--- config.mk ---
export PLATFORM = sky130hd
export DESIGN_NAME = rail_fence_line_cipher_core
export DESIGN_NICKNAME = d
export VERILOG_FILES = /design/src/design/rfl_pkg.sv /design/src/design/rail_fence_line_cipher_core.sv /design/src/design/rfl_walker.sv
export SDC_FILE = /design/constraint.sdc
export NUM_CORES = 1
export LEC_CHECK = 0
export ABC_AREA = 1
export BUFFER_PORTS_ARGS = -buffer_cell sky130_fd_sc_hd__buf_2
export CAP_MARGIN = 20
export CORE_ASPECT_RATIO = 2
export CORE_MARGIN = 2
export CORE_UTILIZATION = 60
export CTS_CLUSTER_SIZE = 12
export DETAILED_ROUTE_END_ITERATION = 8
export HOLD_SLACK_MARGIN = 0.05
export PLACE_DENSITY = 0.76
export SLEW_MARGIN = 0
export SYNTH_ARGS = -nofsm -noshare
export SYNTH_HDL_FRONTEND = slang
export SYNTH_SLANG_ARGS = --single-unit
--- constraint.sdc ---
create_clock -name clock -period 4.9 [get_ports clock]
set_clock_uncertainty 0.15 [all_clocks]
set_input_delay 0.245 -clock clock [delete_from_list [all_inputs] [get_ports clock]]
set_output_delay 0.245 -clock clock [all_outputs]
set_load 0.01 [all_outputs]
--- src/design/rfl_pkg.sv ---
// ----------------------------------------------------------------------------
// Rail fence line cipher: shared types and constants
// Control-unit states, configuration register indexes and the command
// bundle that drives the zigzag position walker.
// ----------------------------------------------------------------------------
package rfl_pkg;

   // Configuration port layout.
   localparam int CSR_IDX_W  = 1;
   localparam int CSR_DATA_W = 5;

   // Register indexes on the configuration port.
   localparam logic [CSR_IDX_W-1:0] CSR_RAIL_COUNT   = 1'b0;
   localparam logic [CSR_IDX_W-1:0] CSR_DECRYPT_MODE = 1'b1;

   // Register reset values.
   localparam logic [CSR_DATA_W-1:0] RAIL_COUNT_RESET = 5'd2;

   // Control unit: collect, permute into the result buffer, let the last
   // buffer write land, then stream the line out.
   typedef enum logic [3:0] {
      ST_IDLE   = 4'b0001,
      ST_PERM   = 4'b0010,
      ST_SETTLE = 4'b0100,
      ST_DRAIN  = 4'b1000
   } state_type;

   // Commands from the control unit to the position walker.
   typedef struct packed {
      logic load;   // restart at rail 0, position 0
      logic step;   // move to the next position in rail-by-rail order
   } walk_cmd_type;

endpackage

--- src/design/rail_fence_line_cipher_core.sv ---
// ----------------------------------------------------------------------------
// Rail fence line cipher core
// Buffers one line of bytes and, on the line end, emits it permuted by the
// rail fence zigzag (encrypt) or by its inverse (decrypt).
// ----------------------------------------------------------------------------
//
//   Channel  Direction  Handshake            Beat contents
//   req      in         req_valid/req_ready  req_text_byte, req_line_end
//   rsp      out        rsp_valid/rsp_ready  rsp_out_byte, rsp_out_last,
//                                            rsp_truncated
//   csr      in         csr_valid/csr_ready  csr_index, csr_data
//
// Each request beat is written to the line buffer while it has room; beats past
// MAX_LINE bytes are dropped and flag the line as truncated. After the line end,
// a line of n bytes takes a start step, n permutation reads through the line
// buffer read port into the result buffer, a settle step, n reads streaming out
// of the result buffer read port and a closing step; stream-out stalls with rsp.
// Reset is synchronous and clears the control state; the buffers hold no
// reset value. Requests for the next line are taken while a line streams out,
// up to its line end. A stalled response holds in the output register.
//
module rail_fence_line_cipher_core #(
   parameter int MAX_LINE  = 64,
   parameter int MAX_RAILS = 16
) (
   input  logic                             clock,
   input  logic                             reset,
   // Request channel
   input  logic                             req_valid,
   output logic                             req_ready,
   input  logic [7:0]                       req_text_byte,
   input  logic                             req_line_end,
   // Response channel
   output logic                             rsp_valid,
   input  logic                             rsp_ready,
   output logic [7:0]                       rsp_out_byte,
   output logic                             rsp_out_last,
   output logic                             rsp_truncated,
   // Configuration channel
   input  logic                             csr_valid,
   output logic                             csr_ready,
   input  logic [rfl_pkg::CSR_IDX_W-1:0]    csr_index,
   input  logic [rfl_pkg::CSR_DATA_W-1:0]   csr_data
);
   import rfl_pkg::*;

   localparam int LEN_W  = $clog2(MAX_LINE + 1);
   localparam int ADDR_W = $clog2(MAX_LINE);
   localparam int RAIL_W = $clog2(MAX_RAILS + 1);
   localparam int POS_W  = $clog2(MAX_LINE + 2 * MAX_RAILS);

   // Control and configuration registers.
   state_type              state_ff, state_in;
   logic [CSR_DATA_W-1:0]  rail_cfg_ff, rail_cfg_in;
   logic                   decrypt_cfg_ff, decrypt_cfg_in;
   logic [LEN_W-1:0]       len_ff, len_in;
   logic                   ovf_ff, ovf_in;
   logic                   line_done_ff, line_done_in;
   logic [LEN_W-1:0]       n_job_ff, n_job_in;
   logic                   trunc_job_ff, trunc_job_in;
   logic                   mode_job_ff, mode_job_in;
   logic [LEN_W-1:0]       k_ff, k_in;
   logic [LEN_W-1:0]       j_ff, j_in;
   logic                   wr_valid_ff, wr_valid_in;
   logic [ADDR_W-1:0]      wr_addr_ff, wr_addr_in;
   logic                   rsp_valid_ff, rsp_valid_in;
   logic                   rsp_last_ff, rsp_last_in;
   logic                   rsp_trunc_ff, rsp_trunc_in;

   // Line buffer and result buffer.
   logic [7:0]             store_mem [MAX_LINE];
   logic [7:0]             store_rd_ff;
   logic [7:0]             result_mem [MAX_LINE];
   logic [7:0]             result_rd_ff;

   logic                   req_fire;
   logic                   csr_fire;
   logic                   store_wr;
   logic                   start;
   logic                   perm_rd;
   logic                   perm_last;
   logic [ADDR_W-1:0]      store_rd_addr;
   logic                   out_free;
   logic                   drain_adv;
   logic                   drain_done;
   logic [RAIL_W-1:0]      rails_sat;
   logic [POS_W-1:0]       walk_pos;
   walk_cmd_type           walk_cmd;

   // Handshakes.
   assign csr_ready = 1'b1;
   assign csr_fire  = csr_valid & csr_ready;
   assign req_ready = ~line_done_ff & (state_ff == ST_IDLE || state_ff == ST_DRAIN);
   assign req_fire  = req_valid & req_ready;
   assign store_wr  = req_fire & (len_ff < LEN_W'(MAX_LINE));

   // Phase control.
   assign start      = (state_ff == ST_IDLE) & line_done_ff;
   assign perm_rd    = (state_ff == ST_PERM);
   assign perm_last  = (k_ff == n_job_ff - LEN_W'(1));
   assign out_free   = ~rsp_valid_ff | rsp_ready;
   assign drain_adv  = (state_ff == ST_DRAIN) & (j_ff != n_job_ff) & out_free;
   assign drain_done = (state_ff == ST_DRAIN) & (j_ff == n_job_ff) & out_free;

   // Rail count as used: zero acts as one rail, large values saturate.
   always_comb begin
      if (rail_cfg_ff == '0) begin
         rails_sat = RAIL_W'(1);
      end else if (32'(rail_cfg_ff) > MAX_RAILS) begin
         rails_sat = RAIL_W'(MAX_RAILS);
      end else begin
         rails_sat = RAIL_W'(rail_cfg_ff);
      end
   end

   // Zigzag position generator.
   assign walk_cmd.load = start;
   assign walk_cmd.step = perm_rd & ~perm_last;

   rfl_walker #(
      .MAX_LINE  (MAX_LINE),
      .MAX_RAILS (MAX_RAILS)
   ) u_walker (
      .clock    (clock),
      .reset    (reset),
      .cmd      (walk_cmd),
      .rails    (rails_sat),
      .line_len (n_job_ff),
      .pos      (walk_pos)
   );

   // Encrypt gathers from the zigzag position; decrypt scatters to it.
   assign store_rd_addr = mode_job_ff ? k_ff[ADDR_W-1:0] : walk_pos[ADDR_W-1:0];

   // Configuration registers.
   always_comb begin
      rail_cfg_in    = rail_cfg_ff;
      decrypt_cfg_in = decrypt_cfg_ff;
      if (csr_fire) begin
         unique case (csr_index)
            CSR_RAIL_COUNT:   rail_cfg_in    = csr_data;
            CSR_DECRYPT_MODE: decrypt_cfg_in = csr_data[0];
            default: ;
         endcase
      end
   end

   // Line collection: fill count, overflow flag and line-complete flag.
   always_comb begin
      len_in       = len_ff;
      ovf_in       = ovf_ff;
      line_done_in = line_done_ff;
      if (start) begin
         len_in       = '0;
         ovf_in       = 1'b0;
         line_done_in = 1'b0;
      end else if (req_fire) begin
         if (store_wr) begin
            len_in = len_ff + LEN_W'(1);
         end else begin
            ovf_in = 1'b1;
         end
         if (req_line_end) begin
            line_done_in = 1'b1;
         end
      end
   end

   // Sequencer for the permute and stream-out phases.
   always_comb begin
      state_in     = state_ff;
      n_job_in     = n_job_ff;
      trunc_job_in = trunc_job_ff;
      mode_job_in  = mode_job_ff;
      k_in         = k_ff;
      j_in         = j_ff;
      unique case (state_ff)
         ST_IDLE: begin
            if (start) begin
               n_job_in     = len_ff;
               trunc_job_in = ovf_ff;
               mode_job_in  = decrypt_cfg_ff;
               k_in         = '0;
               state_in     = ST_PERM;
            end
         end
         ST_PERM: begin
            k_in = k_ff + LEN_W'(1);
            if (perm_last) begin
               state_in = ST_SETTLE;
            end
         end
         ST_SETTLE: begin
            j_in     = '0;
            state_in = ST_DRAIN;
         end
         ST_DRAIN: begin
            if (drain_adv) begin
               j_in = j_ff + LEN_W'(1);
            end
            if (drain_done) begin
               state_in = ST_IDLE;
            end
         end
         default: state_in = ST_IDLE;
      endcase
   end

   // Result buffer write follows the line buffer read in the next cycle.
   assign wr_valid_in = perm_rd;
   assign wr_addr_in  = mode_job_ff ? walk_pos[ADDR_W-1:0] : k_ff[ADDR_W-1:0];

   // Output register: loaded on each stream-out read, cleared when taken.
   always_comb begin
      rsp_valid_in = rsp_valid_ff;
      rsp_last_in  = rsp_last_ff;
      rsp_trunc_in = rsp_trunc_ff;
      if (drain_adv) begin
         rsp_valid_in = 1'b1;
         rsp_last_in  = (j_ff == n_job_ff - LEN_W'(1));
         rsp_trunc_in = trunc_job_ff;
      end else if (rsp_ready) begin
         rsp_valid_in = 1'b0;
      end
   end

   // Control registers.
   always_ff @(posedge clock) begin
      if (reset) begin
         state_ff       <= ST_IDLE;
         rail_cfg_ff    <= RAIL_COUNT_RESET;
         decrypt_cfg_ff <= 1'b0;
         len_ff         <= '0;
         ovf_ff         <= 1'b0;
         line_done_ff   <= 1'b0;
         n_job_ff       <= '0;
         trunc_job_ff   <= 1'b0;
         mode_job_ff    <= 1'b0;
         k_ff           <= '0;
         j_ff           <= '0;
         wr_valid_ff    <= 1'b0;
         rsp_valid_ff   <= 1'b0;
      end else begin
         state_ff       <= state_in;
         rail_cfg_ff    <= rail_cfg_in;
         decrypt_cfg_ff <= decrypt_cfg_in;
         len_ff         <= len_in;
         ovf_ff         <= ovf_in;
         line_done_ff   <= line_done_in;
         n_job_ff       <= n_job_in;
         trunc_job_ff   <= trunc_job_in;
         mode_job_ff    <= mode_job_in;
         k_ff           <= k_in;
         j_ff           <= j_in;
         wr_valid_ff    <= wr_valid_in;
         rsp_valid_ff   <= rsp_valid_in;
      end
   end

   // Payload registers.
   always_ff @(posedge clock) begin
      wr_addr_ff   <= wr_addr_in;
      rsp_last_ff  <= rsp_last_in;
      rsp_trunc_ff <= rsp_trunc_in;
   end

   // Line buffer: written by request beats, read during the permute phase.
   always_ff @(posedge clock) begin
      if (store_wr) begin
         store_mem[len_ff[ADDR_W-1:0]] <= req_text_byte;
      end
      if (perm_rd) begin
         store_rd_ff <= store_mem[store_rd_addr];
      end
   end

   // Result buffer: written in the cycle after each line buffer read,
   // read into the output register during stream-out.
   always_ff @(posedge clock) begin
      if (wr_valid_ff) begin
         result_mem[wr_addr_ff] <= store_rd_ff;
      end
      if (drain_adv) begin
         result_rd_ff <= result_mem[j_ff[ADDR_W-1:0]];
      end
   end

   assign rsp_valid     = rsp_valid_ff;
   assign rsp_out_byte  = result_rd_ff;
   assign rsp_out_last  = rsp_last_ff;
   assign rsp_truncated = rsp_trunc_ff;

endmodule

--- src/design/rfl_walker.sv ---
// ----------------------------------------------------------------------------
// Rail fence zigzag walker
// Produces the line positions in rail-by-rail reading order, one per step.
// On each rail the positions follow r, P-r, P+r, 2P-r, ... with period
// P = 2*(rails-1); the outer rails advance by the full period.
// ----------------------------------------------------------------------------
module rfl_walker #(
   parameter  int MAX_LINE  = 64,
   parameter  int MAX_RAILS = 16,
   localparam int LEN_W     = $clog2(MAX_LINE + 1),
   localparam int RAIL_W    = $clog2(MAX_RAILS + 1),
   localparam int POS_W     = $clog2(MAX_LINE + 2 * MAX_RAILS)
) (
   input  logic                 clock,
   input  logic                 reset,
   input  rfl_pkg::walk_cmd_type cmd,
   input  logic [RAIL_W-1:0]    rails,
   input  logic [LEN_W-1:0]     line_len,
   output logic [POS_W-1:0]     pos
);
   import rfl_pkg::*;

   localparam int PER_W = $clog2(2 * MAX_RAILS);

   logic [POS_W-1:0]  pos_ff, pos_in;
   logic [RAIL_W-1:0] rail_ff, rail_in;
   logic              alt_ff, alt_in;
   logic [RAIL_W-1:0] rails_ff, rails_in;

   logic [PER_W-1:0]  period;
   logic [RAIL_W:0]   rail_dbl;
   logic [PER_W-1:0]  step_size;
   logic [POS_W-1:0]  cand;
   logic [RAIL_W-1:0] rail_next;

   // Period of the zigzag; one rail walks the line straight through.
   always_comb begin
      if (rails_ff == RAIL_W'(1)) begin
         period = PER_W'(1);
      end else begin
         period = PER_W'({rails_ff - RAIL_W'(1), 1'b0});
      end
   end

   // Distance to the next position on the current rail.
   always_comb begin
      rail_dbl = {rail_ff, 1'b0};
      if (rail_ff == '0 || rail_ff == rails_ff - RAIL_W'(1)) begin
         step_size = period;
      end else if (alt_ff) begin
         step_size = PER_W'(rail_dbl);
      end else begin
         step_size = period - PER_W'(rail_dbl);
      end
      cand      = pos_ff + POS_W'(step_size);
      rail_next = rail_ff + RAIL_W'(1);
   end

   // Next walker state: stay on the rail while inside the line, else move on.
   always_comb begin
      pos_in   = pos_ff;
      rail_in  = rail_ff;
      alt_in   = alt_ff;
      rails_in = rails_ff;
      if (cmd.load) begin
         pos_in   = '0;
         rail_in  = '0;
         alt_in   = 1'b0;
         rails_in = rails;
      end else if (cmd.step) begin
         if (cand < POS_W'(line_len)) begin
            pos_in = cand;
            alt_in = ~alt_ff;
         end else begin
            rail_in = rail_next;
            pos_in  = POS_W'(rail_next);
            alt_in  = 1'b0;
         end
      end
   end

   always_ff @(posedge clock) begin
      if (reset) begin
         pos_ff   <= '0;
         rail_ff  <= '0;
         alt_ff   <= 1'b0;
         rails_ff <= RAIL_W'(1);
      end else begin
         pos_ff   <= pos_in;
         rail_ff  <= rail_in;
         alt_ff   <= alt_in;
         rails_ff <= rails_in;
      end
   end

   assign pos = pos_ff;

endmodule
==> metrics.txt <==
P_leak 17.9 nW; dpl cells 4992; final antenna-violating net count 0; largest cells by area after synthesis edfxtp_1, nand2_1, nand3_1; Setup Viol. Count Final 0; I/O pins 33; reg2reg end u_walker.pos[2]; Slew Limit Fails 0; commonest cells after routing, fill and taps aside edfxtp_1, nand2_1, nor2_1, nand3_1, inv_1; DIE HEIGHT 400 microns; nature of the critical path startpoint register; Die X 202 microns; sequential cell area fraction in the yosys report 69.3%; Num CTS Buffers 103; Power Total 18.4 mW; cell accounting for the most synthesized area edfxtp_1; #FFs+latches synth 1110; worst slack, placed 0.111 ns; Net Count, Synth 4160; status completed; commonest non-fill, non-tap cell in the layout edfxtp_1; first-pass GRT wire length 175 mm; clock root buffer clkbuf_16; largest net degree at the start of global routing 177; met1 Use GR 29.8%; pwr dens 360 nW/um^2; GR peak layer met2; Max Cap Violations 0; number of synthesized flops with an enable pin 1042; Cell Area, Placed 47800 sq um; Syn Inst Count 4115; gr ovfl total 0; Crit path max-delay family simple AND/OR/NAND/NOR gates; Async SR Flop Fraction 0%; Hold Startpoint req_text_byte[3]; vias per cell 5.98; Worst Path Required 5.29 ns; synthesized area per cell 11.4 sq um; Reg clk slew, reported paths 0.07 ns; area grow syn2layout 8.41%; reg-to-reg slack, setup 0.35 ns; met2 Track Usage GR 52.8%; Buf/Inv on CP 6; initial DRC count 3094; Tightest Hold Check Type in -> reg; WHS 0.0910 ns; critical path capture point type register; fin crit share 92.9%; clock latency at the later pin of the worst-skew pair 0.70 ns; maximum clock rate 220 MHz; Hold Crit Depth 2; Total Wirelength 117 mm; IO Port Bufs 31; share of cells above drive strength 1 7.40%; Starting Density 60.4%; average wire per standard cell 22.6 microns; synth unique cells 50; initial antenna violation count 0; CTS tree built; Slew HR 27.9%; via count of the first global-routing pass 30500; sum of negative setup slack 0 ns; routability cong. 0.977; ys flop type edfxtp_1; CTS H-tree depth 3; WS Path Type reg -> reg; Worst EP arrival 4.94 ns; min cycle time layout 4.55 ns; slowest stage cell, crit path dfxtp_2; final instance area 51100 sq um; Clock Sinks 1110; R2R depth 32; worst-margin pin slew 1.08 ns; Mapped Area 47100 sq um; Core ar. 78000 sq um; slowest stage delay, CP 0.36 ns; most used cell, CP nand2_1; Rows 145; Synth top area share 66.4%; reg2reg start u_walker.rails_ff[0]; Hold Path Sink store_mem[12][3]; dpl hpwl 72.6 mm; TritonRoute pass-1 iters 6; maximum net fanout on the critical path 6; Longest Clk Path Bufs 3; Yosys Warn Count 0; via count 31000; Antenna Diode Count 0; worst vdd ir 334 uV; final core utilization 65.4%; NumNets Final 4147; GRT Total Usage 29.0%; Layout Cells excl Fill 5177; die area 80900 sq um; Post-route DRC 0; met3 Use GR 3.89%; final worst setup slack 0.349 ns; Hold Vio Cnt, Final 0
==> sequential cells by signal (all words and copies together) (netlist names), 4 cells and up <==
register / count
wr_addr_ff: 6
len_ff: 7
state_ff: 4
result_mem: 512
rail_cfg_ff: 5
u_walker.rails_ff: 5
u_walker.rail_ff: 5
n_job_ff: 7
j_ff: 7
store_rd_ff: 8
store_mem: 512
u_walker.pos: 7
rsp_out_byte: 8
k_ff: 7
==> kinds of logic after synthesis <==
group	after synthesis	share of synthesized area (%)
buffers and inverters	557	5.35
other	1	0.00796
AND/OR/NAND/NOR	1759	15.6
flip-flops	1110	69.3
adder cells (fa/ha/maj)	25	0.696
XOR/XNOR	25	0.481
AO/OA/AOI/OAI	638	8.55
==> power by group <==
part / leakage [nW] / internal, mW / switching, mW
combinational: 6.58 / 0.257 / 0.568
sequential: 9.92 / 10.3 / 0.0442
clock: 1.36 / 3.86 / 3.28
total: 17.9 / 14.5 / 3.89
==> what timing repair did <==
item / in CTS / in global routing
endpoints found under the setup margin: 0 / 13
resized for setup: 0 / 19
buffers inserted: 0 / 6
endpoints found under the hold margin: 46 / 0
hold buffers: 25 / 0
==> Yosys cell counts, types with 6 or more instances <==
cell / n
a21oi_1: 61
buf_1: 12
buf_2: 101
buf_4: 19
buf_6: 31
clkbuf_1: 69
dfxtp_1: 68
edfxtp_1: 1042
ha_1: 23
inv_1: 313
inv_2: 11
nand2_1: 799
nand3_1: 404
nand3_2: 6
nand4_1: 35
nor2_1: 481
nor3_1: 8
o211ai_1: 149
o211ai_2: 39
o21ai_0: 299
o21ai_1: 6
o22ai_1: 64
or2_2: 12
xnor2_1: 10
xor2_1: 14
==> layer usage <==
metal	routed length [microns]	vias up
li1	-	14300
met1	37700	14800
met2	62300	1374
met3	7310	410
met4	9830	0
met5	0	-
==> cell type report <==
class / instances / area (sq um)
clock buffer: 143 / 2760
clock inverter: 8 / 62.6
fill: 5822 / 27000
inverter: 325 / 1230
multi-input combinational: 2448 / 12000
sequential: 1110 / 32700
tap: 1029 / 1290
timing repair buffer: 114 / 1030
==> worst max path at each step <==
stage | startpoint | to | slack [ns] | cells past startpoint
after floorplan | u_walker.rails_ff[0] | u_walker.pos[5] | 0.57 | 31
after global placement | u_walker.rails_ff[1] | u_walker.rail_ff[2] | 0.16 | 30
after detailed placement | u_walker.rails_ff[0] | u_walker.rail_ff[4] | 0.11 | 28
after CTS | u_walker.rails_ff[0] | u_walker.rail_ff[4] | 0.07 | 30
after global routing | u_walker.rails_ff[0] | u_walker.pos[2] | -0.007 | 32
final | u_walker.rails_ff[0] | u_walker.pos[2] | 0.35 | 32
(Power assumes the default switching activity.)
